## config.mk

```make
export PLATFORM = sky130hd
export DESIGN_NAME = mlt_ctrl
export DESIGN_NICKNAME = d
export VERILOG_FILES = /design/src/design/mlt_pkg.sv /design/src/design/mlt_ctrl.sv
export SDC_FILE = /design/constraint.sdc
export NUM_CORES = 1
export LEC_CHECK = 0
export ABC_AREA = 1
export BUFFER_PORTS_ARGS = -buffer_cell sky130_fd_sc_hd__buf_4
export CAP_MARGIN = 40
export CORE_AREA = 2 2 39 41
export CTS_CLUSTER_SIZE = 20
export DETAILED_ROUTE_END_ITERATION = 8
export DIE_AREA = 0 0 41 43
export PLACE_DENSITY = 0.65
export SLEW_MARGIN = 20
export SYNTH_ARGS = -nofsm -noshare
export SYNTH_HDL_FRONTEND = slang
export SYNTH_SLANG_ARGS = --single-unit
```

## constraint.sdc

```tcl
create_clock -name clk -period 1.55 [get_ports clk]
set_input_delay 0.155 -clock clk [delete_from_list [all_inputs] [get_ports clk]]
set_output_delay 0.155 -clock clk [all_outputs]
set_load 0.02 [all_outputs]
```

## src/design/mlt_pkg.sv

```systemverilog
// Shared types, codes and constants of the MAC learning table.
`timescale 1ns / 1ps
package mlt_pkg;

  // Request codes carried in req_type.
  localparam logic [2:0] REQ_LOOKUP    = 3'd0;
  localparam logic [2:0] REQ_LEARN     = 3'd1;
  localparam logic [2:0] REQ_DEL_KEY   = 3'd2;
  localparam logic [2:0] REQ_DEL_PORT  = 3'd3;
  localparam logic [2:0] REQ_DEL_VLAN  = 3'd4;
  localparam logic [2:0] REQ_DEL_VPORT = 3'd5;
  localparam logic [2:0] REQ_FLUSH     = 3'd6;
  localparam logic [2:0] REQ_TICK      = 3'd7;

  // Result status codes.
  localparam logic [1:0] STS_HIT  = 2'd0;
  localparam logic [1:0] STS_MISS = 2'd1;
  localparam logic [1:0] STS_FULL = 2'd2;

  // Configuration register indexes.
  localparam logic [1:0] CFG_MIN_PERSIST = 2'd0;
  localparam logic [1:0] CFG_EXPIRE      = 2'd1;
  localparam logic [1:0] CFG_GC_INTERVAL = 2'd2;

  localparam logic [15:0] MIN_PERSIST_RST = 16'd3;
  localparam logic [15:0] EXPIRE_RST      = 16'd100;
  localparam logic [15:0] GC_INTERVAL_RST = 16'd2;

  localparam logic [31:0] HASH_MUL_X = 32'h0305_0709;
  localparam logic [31:0] HASH_MUL_Y = 32'h0b0d_1113;

  typedef enum logic [2:0] {
    SWP_ALL,
    SWP_PORT,
    SWP_VLAN,
    SWP_VLAN_PORT,
    SWP_AGE
  } sweep_kind_t;

  typedef struct packed {
    logic [2:0]  req_type;
    logic [47:0] mac_addr;
    logic [11:0] vlan_id;
    logic [7:0]  port_num;
  } in_item_t;

  typedef struct packed {
    logic [1:0] status;
    logic [7:0] port_out;
  } out_item_t;

  // Controller to datapath.
  typedef struct packed {
    logic        load;
    logic        hash;
    logic        scan_start;
    logic        ent_write;
    logic        sweep_start;
    sweep_kind_t sweep_kind;
    logic        tick;
    logic        out_load;
  } cmd_t;

  // Datapath to controller.
  typedef struct packed {
    logic [2:0] req;
    logic       hit;
    logic       free;
    logic       scan_done;
    logic       sweep_done;
    logic       sweep_due;
    logic       out_free;
  } sts_t;

endpackage

```

## src/design/mlt_ctrl.sv

```systemverilog
// Request sequencer of the MAC learning table.
`timescale 1ns / 1ps
module mlt_ctrl (
  input  logic          clk,
  input  logic          rst_n,
  input  logic          in_valid,
  output logic          in_ready,
  input  mlt_pkg::sts_t sts,
  output mlt_pkg::cmd_t cmd
);

  typedef enum logic [3:0] {
    ST_INIT,
    ST_CLEAR,
    ST_IDLE,
    ST_DECODE,
    ST_HASH,
    ST_HASH2,
    ST_SCAN,
    ST_WRITE,
    ST_SWEEP,
    ST_DONE
  } state_t;

  state_t state_r, state_nxt;

  always_ff @(posedge clk) begin
    if (!rst_n) begin
      state_r <= ST_INIT;
    end else begin
      state_r <= state_nxt;
    end
  end

  assign in_ready = (state_r == ST_IDLE);

  always_comb begin
    state_nxt = state_r;
    cmd = '0;
    cmd.sweep_kind = mlt_pkg::SWP_ALL;
    case (state_r)
      ST_INIT: begin
        cmd.sweep_start = 1'b1;
        state_nxt = ST_CLEAR;
      end
      ST_CLEAR: begin
        if (sts.sweep_done) begin
          state_nxt = ST_IDLE;
        end
      end
      ST_IDLE: begin
        if (in_valid) begin
          cmd.load = 1'b1;
          state_nxt = ST_DECODE;
        end
      end
      ST_DECODE: begin
        case (sts.req)
          mlt_pkg::REQ_LOOKUP, mlt_pkg::REQ_LEARN, mlt_pkg::REQ_DEL_KEY: begin
            state_nxt = ST_HASH;
          end
          mlt_pkg::REQ_DEL_PORT: begin
            cmd.sweep_start = 1'b1;
            cmd.sweep_kind = mlt_pkg::SWP_PORT;
            state_nxt = ST_SWEEP;
          end
          mlt_pkg::REQ_DEL_VLAN: begin
            cmd.sweep_start = 1'b1;
            cmd.sweep_kind = mlt_pkg::SWP_VLAN;
            state_nxt = ST_SWEEP;
          end
          mlt_pkg::REQ_DEL_VPORT: begin
            cmd.sweep_start = 1'b1;
            cmd.sweep_kind = mlt_pkg::SWP_VLAN_PORT;
            state_nxt = ST_SWEEP;
          end
          mlt_pkg::REQ_FLUSH: begin
            cmd.sweep_start = 1'b1;
            state_nxt = ST_SWEEP;
          end
          default: begin
            cmd.tick = 1'b1;
            if (sts.sweep_due) begin
              cmd.sweep_start = 1'b1;
              cmd.sweep_kind = mlt_pkg::SWP_AGE;
              state_nxt = ST_SWEEP;
            end else begin
              state_nxt = ST_DONE;
            end
          end
        endcase
      end
      ST_HASH: begin
        cmd.hash = 1'b1;
        state_nxt = ST_HASH2;
      end
      ST_HASH2: begin
        cmd.scan_start = 1'b1;
        state_nxt = ST_SCAN;
      end
      ST_SCAN: begin
        if (sts.scan_done) begin
          if ((sts.req == mlt_pkg::REQ_LEARN && (sts.hit || sts.free)) ||
              (sts.req == mlt_pkg::REQ_DEL_KEY && sts.hit)) begin
            state_nxt = ST_WRITE;
          end else begin
            state_nxt = ST_DONE;
          end
        end
      end
      ST_WRITE: begin
        cmd.ent_write = 1'b1;
        state_nxt = ST_DONE;
      end
      ST_SWEEP: begin
        if (sts.sweep_done) begin
          state_nxt = ST_DONE;
        end
      end
      ST_DONE: begin
        if (sts.out_free) begin
          cmd.out_load = 1'b1;
          state_nxt = ST_IDLE;
        end
      end
      default: begin
        state_nxt = ST_INIT;
      end
    endcase
  end

endmodule

```

==> results of run 1 <==
[power breakdown]
group          internal (mW)  switching (mW)
sequential             0.147          0.0431
combinational          0.221           0.302
clock                 0.0867          0.0437
[layout by cell type (no fill, tap or decap)]
cell / count
a21oi_1: 6
a21oi_2: 1
buf_4: 23
buf_6: 1
clkbuf_4: 3
dfxtp_1: 1
dfxtp_2: 1
dfxtp_4: 2
inv_1: 21
inv_2: 1
nand2_1: 27
nand2_2: 1
nand3_1: 13
nor2_1: 17
nor2_2: 1
nor2_4: 1
nor3_1: 3
nor3b_1: 1
o21ai_0: 2
o22ai_2: 1
[final cells by class]
type | count | area share
multi-input combinational | 74 | 0.459
timing repair buffer | 24 | 0.250
sequential | 4 | 0.121
inverter | 22 | 0.112
clock buffer | 3 | 0.0306
tap | 16 | 0.0272
[routing by layer]
| layer | up-vias | GRT usage | wire [um] |
|---|---|---|---|
| li1 | 362 | - | - |
| met1 | 262 | 0.202 | 590 |
| met2 | 22 | 0.316 | 718 |
| met3 | 0 | 0.0314 | 67 |
| met4 | 0 | 0.0400 | 0 |
| met5 | - | 0 | 0 |
[metrics by stage]
| stage | hold slack, ns | instance area [sq um] | std cells | setup WS (ns) |
|---|---|---|---|---|
| after CTS | 0.194 | 698 | 141 | 0.0101 |
| after global routing | 0.211 | 736 | 143 | -0.0140 |
| after detailed placement | 0.435 | 672 | 138 | 0.228 |
| final | 0.194 | 736 | 143 | 0.0904 |
| after floorplan | 0.326 | 487 | 100 | 0.221 |
| after global placement | 0.439 | 672 | 138 | 0.281 |
[worst min-delay path: cells and delay by family]
kind / cells / cell delay [ns]
buf+inv: 2 / 0.13
compound gates: 1 / 0.10
[path summary, 6_finish.rpt]
path / slack [ns] / start / endpoint / cells past startpoint
min: 0.19 / rst_n / state_r[1] / 3
max reg2reg: 0.22 / state_r[3] / state_r[1] / 8
min reg2reg: 0.51 / state_r[0] / state_r[0] / 2
max: 0.09 / state_r[1] / cmd[5] / 7
[cells by family (layout without fill, tap and decap cells)]
logic type	Yosys count	count (layout)	share of synthesized area
buf+inv	22	49	0.170
simple gates	64	64	0.553
flops	4	4	0.165
compound gates	10	10	0.113
[timing repair]
item                                    in CTS  in global routing
pin swaps                                    0                  1
endpoints found under the hold margin        0                  0
setup buffers                                0                  2
gates resized for setup                      2                  8
endpoints found under the setup margin       1                  3
cloned                                       0                  0
==> impl_summary.txt, run 1 <==
----------------------------------------------------
[Power and ir drop]
  Power per Cell Area ... 1150 nW/um^2
  Leak pwr ... ~0.45 nW
  Post-layout total power ... roughly 840 uW
  VDD IR-drop max ... slightly below 0.7 mV

[Critical path]
  CP endpoint kind ... output port
  Cell with the biggest individual delay on the critical path ... dfxtp_4
  Type of the setup path with the least slack ... flop to output port
  Max stage delay on crit path ... about 0.37 ns
  Top fanout value on the critical path ... 7
  Worst EP arrival ... about 1.3 ns
  Required time at the worst-slack endpoint ... between 1 and 1.5 ns
  Startpoint types ... flop
  Crit path buffers/inverters ... 3
  List of cells traversed by the critical path ... nand2_1 -> inv_2 -> nand2_2 -> a21oi_2 -> inv_1 -> o22ai_2 -> buf_6
  Largest delay share family, worst path ... flip-flops

[STA]
  Setup skew after layout ... 0.00192 ns
  Max-slew headroom at the worst pin ... 0.854
  Actual slew at the worst max-slew pin ... 0.218 ns
  Min cycle time layout ... 1.46 ns
  Setup TNS Final ... 0 ns
  Highest clock rate ... 685 MHz
  Number of endpoints failing setup at the final stage ... 0
  Period utilisation layout ... 0.942
  Final hold violations ... 0
  Number of pins with negative max-slew slack in the final report ... 0

[Synth]
  Number of distinct library cells after synthesis ... 13
  Share of the synthesized area in the top cell type ... 0.208
  Syn_nets ... approximately 110
  Post-synth design cell area ... 487 sq um
  Sequential area share after synthesis ... 0.165
  Total of flip-flops plus latches after synthesis ... 4
  Most frequent cells after synthesis ... 27 x nand2_1, 22 x inv_1, 18 x nor2_1, 13 x nand3_1, 6 x a21oi_1
  Number of warnings reported in the yosys synthesis log ... 0
  Synthesized instance count ... 100
  Proportion of register bits with asynchronous set or reset after synthesis ... 0
  Most instantiated library cell after synthesis ... nand2_1
  EDFF count, synth ... 0
  Biggest area contributors in the synthesized netlist ... nand2_1 21%, inv_1 17%, dfxtp_1 16%
  Top_reg_cell synth ... dfxtp_1
  Cell taking the most area after synthesis ... nand2_1
  Mean instance size in the synthesized netlist ... between 4 and 5 sq um

[GRT]
  Grt ovf ... 0
  Global-route usage over all layers ... 0.177
  Pin count of the biggest net entering global routing ... 8
  Antenna violations before repair ... 0
  Via count of the first global-routing pass ... 561
  Wire length of the first global-routing pass ... between 2 and 2.5 mm

[Placement]
  Estimated wirelength of the detail-placed design ... 1.16 mm
  Last weighted congestion value of the routability-driven placer ... about 0.80
  Buffers added on ports ... 22

[Final layout]
  Most flop-heavy register ... state_r
  Layout cell share with drive strength beyond 1 ... 0.283
  Footprint of the multi-input gates ... 338 sq um
  Count of inserted antenna diode cells ... 0
  Max FFs per register ... 4
  Largest regs ... state_r (4)
  Layout overhead on the synthesized area ... 51.2%
  Number of filler instances in the final layout ... about 160
  Sequential cell area in the final layout ... around 89 sq um
  Final design utilization ... 0.532
  Number of nets in the finished design ... around 140

[Die]
  Area of the core region ... 1380 sq um
  Cell row count ... 14
  Die Area ... ~1800 sq um
  I/O pin count ... 23
  Die outline width ... between 40 and 50 um
  Chip Height ... about 43 um
  Starting density of the core ... 0.352

[Drt]
  Routed wirelength normalized by instance count ... roughly 9.6 um
  Post-detailed-route count of antenna-violating nets ... 0
  Final Routed Wirelength ... ~1.4 mm
  First drt pass iteration count ... 3
  Number of remaining DRC errors ... 0
  Drt initial violations ... 7
  Post-detailed-route via-to-cell ratio ... ~4.5
  Count of vias placed by the detailed router ... 646

[Clocking]
  Number of sinks on the clock net ... 4
  Number of buffers created by CTS ... 3
  H-Tree Depth ... 1
  TritonCTS clock tree ... built
  Total of hold buffers inserted after clock tree synthesis ... 0
  Bufs on Longest Clock Path ... 2
  Buffer cell driving the clock tree root ... clkbuf_4
  Clock insertion delay at the later pin of the skew report ... 0.24 ns
  Clock-pin slew of the registers on the worst-case setup and hold paths ... roughly 0.04 ns

[Flow run]
  Maximum Capacitance Violations ... 0

[Min path]
  Class of the worst hold path ... input port to flop

[Status]
  Status ... completed

----------------------------------------------------
(Power assumes the default switching activity.)
==> run 2: changes to the inputs <==
clock period = 1.67 ns   (was 1.55 ns; I/O delays follow)
==> impl_summary.txt, run 2 (synthesis gave the netlist of run 1 again) <==
----------------------------------------------------
[Critical path]
  FF-to-FF Start ... state_r[3]
  Worst EP arrival ... about 1.4 ns
  CP endpoint kind ... output port
  Cell with the biggest individual delay on the critical path ... dfxtp_1
  Top fanout value on the critical path ... 6
  Startpoint types ... flop
  List of cells traversed by the critical path ... nor2_2 -> nand2_2 -> a21oi_2 -> inv_1 -> o22ai_1 -> buf_4
  Required time at the worst-slack endpoint ... approximately 1.5 ns
  Type of the setup path with the least slack ... flop to output port
  Launching instance or port of the critical path ... state_r[2]
  Max stage delay on crit path ... around 0.35 ns

[STA]
  Highest clock rate ... between 600 and 700 MHz
  Slack of the critical path ... between 0.1 and 0.15 ns
  Setup TNS Final ... 0 ns
  Period utilisation layout ... 0.917
  Actual slew at the worst max-slew pin ... 0.227 ns
  Setup skew after layout ... between 0.0015 and 0.002 ns
  Number of pins with negative max-slew slack in the final report ... 0
  Min cycle time layout ... approximately 1.5 ns
  Max-slew headroom at the worst pin ... 0.848
  Unrepaired setup endpoints after global routing ... false
  Number of endpoints failing setup at the final stage ... 0
  Final hold violations ... 0

[Clocking]
  H-Tree Depth ... 1
  Number of sinks on the clock net ... 4
  Number of buffers inserted by post-CTS setup repair ... 0
  Clock insertion delay at the later pin of the skew report ... 0.23 ns
  Buffer cell driving the clock tree root ... clkbuf_4
  Number of buffers created by CTS ... 3
  Bufs on Longest Clock Path ... 2
  Total of hold buffers inserted after clock tree synthesis ... 0
  Clock-pin slew of the registers on the worst-case setup and hold paths ... roughly 0.04 ns
  TritonCTS clock tree ... built

[Final layout]
  Layout overhead on the synthesized area ... 43.7%
  Largest regs ... state_r (4)
  Number of filler instances in the final layout ... roughly 170
  Commonest cells after routing, fill and taps aside ... 27 x nand2_1, 22 x inv_1, 22 x buf_4, 17 x nor2_1, 13 x nand3_1
  Most flop-heavy register ... state_r
  Count of inserted antenna diode cells ... 0
  Most common library cell in the layout ignoring fill and taps ... nand2_1
  Design Area, Final ... around 700 sq um
  Layout cell share with drive strength beyond 1 ... 0.248
  Number of nets in the finished design ... about 140
  Max FFs per register ... 4
  Non-filler cells in the finished layout ... between 100 and 150

[Placement]
  Buffers added on ports ... 22
  Placed instance area ... approximately 670 sq um
  Number of cells in the design after placement ... 138
  Last weighted congestion value of the routability-driven placer ... about 0.8
  Setup slack after placement ... ~0.34 ns
  Estimated wirelength of the detail-placed design ... 1.18 mm

[Die]
  I/O pin count ... 23
  Area of the core region ... 1380 sq um
  Die Area ... 1760 sq um
  Chip Height ... approximately 43 um
  Cell row count ... 14
  Starting density of the core ... 0.352
  Die outline width ... about 41 um

[Drt]
  Highest signal layer in the routed design ... met4
  Wire length on met2 ... 689 um
  Number of remaining DRC errors ... 0
  Routed length on met1 ... 559 um
  Final Routed Wirelength ... 1.36 mm
  Post-detailed-route count of antenna-violating nets ... 0
  Routed wirelength normalized by instance count ... approximately 9.6 um
  Post-detailed-route via-to-cell ratio ... 4.60
  First drt pass iteration count ... 4
  Routed wire length on met3 ... roughly 94 um
  Count of vias placed by the detailed router ... approximately 650
  Drt initial violations ... 4

[GRT]
  Pin count of the biggest net entering global routing ... 8
  Grt ovf ... 0
  Via count of the first global-routing pass ... between 500 and 600
  Antenna violations before repair ... 0
  Global-route usage over all layers ... 0.176
  Wire length of the first global-routing pass ... around 2.2 mm

[Power and ir drop]
  Leak pwr ... roughly 0.43 nW
  Power per Cell Area ... 1050 nW/um^2
  VDD IR-drop max ... approximately 0.59 mV

[Min path]
  Class of the worst hold path ... input port to flop
  Hold path startpoint ... rst_n

[Status]
  Status ... completed

[Flow run]
  Maximum Capacitance Violations ... 0

----------------------------------------------------
==> run 2: changes by cell type in the layout (fill, tap and decap cells not counted), sizes merged <==
cell	before	now
buf	24	22
==> run 2: what timing repair did <==
item                       CTS  global route
hold endpoints to repair     0             0
gates resized for setup      0             3
setup endpoints to repair    0             2
==> run 2: final timing paths <==
path | endpoint | slack [ns] | cells after the start
min reg2reg | state_r[0] | 0.50 | 2
max reg2reg | state_r[3] | 0.39 | 8
min | state_r[1] | 0.21 | 3
max | cmd[5] | 0.14 | 6
==> run 2: layout make-up <==
cell class	count	area, sq um	area share
Clock buffer	3	22.5	0.0322
Tap cell	16	20.0	0.0286
Timing Repair Buffer	22	165	0.236
Inverter	22	82.6	0.118
Sequential cell	4	82.6	0.118
Multi-Input combinational cell	74	327	0.467
==> run 2: worst max-delay path, delay by kind of cell, from the launching register on <==
kind            cells  cell delay [ns]
flops               1             0.35
simple gates        2             0.30
compound gates      2             0.25
buf+inv             2             0.24
==> run 2: metrics by stage <==
| stage | util | hold WS [ns] | power, mW |
|---|---|---|---|
| 4_1_cts | 0.502 | 0.206 | 0.732 |
| 3_3_place_gp | 0.486 | 0.451 | 0.607 |
| 3_5_place_dp | 0.486 | 0.447 | 0.610 |
| 5_1_grt | 0.505 | 0.223 | 0.810 |
| 2_1_floorplan | - | 0.338 | 0.464 |
| 6_report | 0.505 | 0.210 | 0.732 |
==> run 2: metal layers <==
metal	vias to the layer above	global-route usage
li1	360	-
met2	22	0.303
met3	2	0.0314
met4	0	0.0600
met1	265	0.202
met5	-	0
==> run 2: report_power, final <==
group | internal [mW] | switching [mW] | total, mW
Clock | 0.0803 | 0.0380 | 0.118
Sequential | 0.128 | 0.0394 | 0.168
Combinational | 0.174 | 0.272 | 0.446
==> run 3: changes to the inputs <==
BUFFER_PORTS_ARGS = -buffer_cell sky130_fd_sc_hd__buf_2   (was -buffer_cell sky130_fd_sc_hd__buf_4)
CTS_BUF_LIST = sky130_fd_sc_hd__clkbuf_8   (was default)
==> impl_summary.txt, run 3 (synthesis gave the netlist of run 1 again) <==
----------------------------------------------------
[Status]
  Status ... completed

[Final layout]
  Number of filler instances in the final layout ... around 160
  Commonest cells after routing, fill and taps aside ... 27 x nand2_1, 22 x inv_1, 22 x buf_2, 17 x nor2_1, 13 x nand3_1
  Layout overhead on the synthesized area ... 36.0%
  Largest regs ... state_r (4)
  Most flop-heavy register ... state_r
  Max FFs per register ... 4
  Most common library cell in the layout ignoring fill and taps ... nand2_1
  Number of nets in the finished design ... approximately 140
  Design Area, Final ... ~660 sq um
  Count of inserted antenna diode cells ... 0
  Non-filler cells in the finished layout ... 141
  Final design utilization ... 0.478
  Layout cell share with drive strength beyond 1 ... 0.240

[Drt]
  Final Routed Wirelength ... between 1 and 1.5 mm
  Highest signal layer in the routed design ... met4
  Routed wirelength normalized by instance count ... 9.16 um
  Routed wire length on met3 ... about 79 um
  Number of remaining DRC errors ... 0
  Wire length on met2 ... approximately 650 um
  First drt pass iteration count ... 4
  Post-detailed-route count of antenna-violating nets ... 0
  Post-detailed-route via-to-cell ratio ... roughly 4.7
  Count of vias placed by the detailed router ... 661
  Drt initial violations ... 9
  Routed length on met1 ... 555 um

[Placement]
  Estimated wirelength of the detail-placed design ... roughly 1.1 mm
  Number of cells in the design after placement ... roughly 140
  Buffers added on ports ... 22
  Last weighted congestion value of the routability-driven placer ... ~0.79
  Placed instance area ... between 600 and 700 sq um

[Critical path]
  Launching instance or port of the critical path ... state_r[0]
  CP endpoint kind ... output port
  Required time at the worst-slack endpoint ... 1.50 ns
  Startpoint types ... flop
  Max stage delay on crit path ... between 0.3 and 0.4 ns
  List of cells traversed by the critical path ... nand2_1 -> inv_1 -> nand2_2 -> a21oi_2 -> inv_1 -> o22ai_1 -> buf_2
  FF-to-FF Start ... state_r[3]
  Top fanout value on the critical path ... 5
  Worst EP arrival ... 1.36 ns
  Cell with the biggest individual delay on the critical path ... dfxtp_1
  CP most frequent cell ... inv_1
  Type of the setup path with the least slack ... flop to output port

[Clocking]
  Bufs on Longest Clock Path ... 2
  Number of buffers created by CTS ... 3
  Total of hold buffers inserted after clock tree synthesis ... 0
  Number of buffers inserted by post-CTS setup repair ... 0
  Number of sinks on the clock net ... 4
  H-Tree Depth ... 1
  Clock insertion delay at the later pin of the skew report ... around 0.21 ns
  TritonCTS clock tree ... built
  Buffer cell driving the clock tree root ... clkbuf_8
  Clock-pin slew of the registers on the worst-case setup and hold paths ... 0.03 ns

[Die]
  Chip Height ... between 40 and 50 um
  Die Area ... between 1500 and 2000 sq um
  Starting density of the core ... 0.352
  Die outline width ... between 40 and 50 um
  Area of the core region ... roughly 1400 sq um
  I/O pin count ... 23
  Cell row count ... 14

[STA]
  Number of pins with negative max-slew slack in the final report ... 0
  Final hold violations ... 0
  Setup TNS Final ... 0 ns
  Actual slew at the worst max-slew pin ... approximately 0.21 ns
  Setup skew after layout ... 0.00107 ns
  Unrepaired setup endpoints after global routing ... false
  Number of endpoints failing setup at the final stage ... 0
  Period utilisation layout ... 0.912
  Highest clock rate ... around 660 MHz
  Min cycle time layout ... around 1.5 ns
  Max-slew headroom at the worst pin ... 0.859

[Power and ir drop]
  Leak pwr ... about 0.43 nW
  VDD IR-drop max ... 0.684 mV
  Power per Cell Area ... ~1200 nW/um^2

[GRT]
  Antenna violations before repair ... 0
  Global-route usage over all layers ... 0.152
  Via count of the first global-routing pass ... between 500 and 600
  Grt ovf ... 0
  Wire length of the first global-routing pass ... between 1.5 and 2 mm
  Pin count of the biggest net entering global routing ... 8

[Min path]
  Class of the worst hold path ... input port to flop
  Hold path startpoint ... rst_n

[Flow run]
  Maximum Capacitance Violations ... 0

----------------------------------------------------
## run 3: what timing repair did
action                                  in CTS  in global routing
endpoints found under the setup margin       0                  2
endpoints found under the hold margin        0                  0
gates resized for setup                      0                  2
## run 3: worst paths after layout
path | cells after the start | end | slack (ns)
max | 7 | cmd[5] | 0.15
min | 3 | state_r[3] | 0.22
max reg2reg | 8 | state_r[1] | 0.38
min reg2reg | 2 | state_r[0] | 0.53
## run 3: area by class of cell
| type | count | area, sq um | share of cell area |
|---|---|---|---|
| repair buffers | 22 | 110 | 0.166 |
| clock buffers | 3 | 41.3 | 0.0624 |
| well taps | 16 | 20.0 | 0.0302 |
| flip-flops and latches | 4 | 81.3 | 0.123 |
| inverters | 22 | 82.6 | 0.125 |
| multi-input cells | 74 | 327 | 0.493 |
## run 3: critical path, delay by kind of cell (launching register included)
kind                   cells  cell delay, ns
buffers and inverters      3            0.33
AND/OR/NAND/NOR            2            0.18
flip-flops                 1            0.39
AO/OA/AOI/OAI              2            0.23
## run 3: report_power, final
| group | switching [mW] | internal, mW |
|---|---|---|
| registers | 0.0400 | 0.126 |
| logic | 0.269 | 0.145 |
| clock network | 0.0473 | 0.153 |
## run 3: per-stage QoR
step	worst slack [ns]	power (mW)	hold slack, ns
finish	0.147	0.781	0.224
global route	0.00135	0.858	0.240
CTS	0.103	0.785	0.223
detailed placement	0.333	0.578	0.442
global placement	0.384	0.574	0.446
floorplan	0.329	0.464	0.338
## run 3: per-layer routing
metal  up-vias  GRT usage
met2        24      0.266
met1       275      0.164
met4         0     0.0600
met5         -          0
li1        360          -
met3         2     0.0314
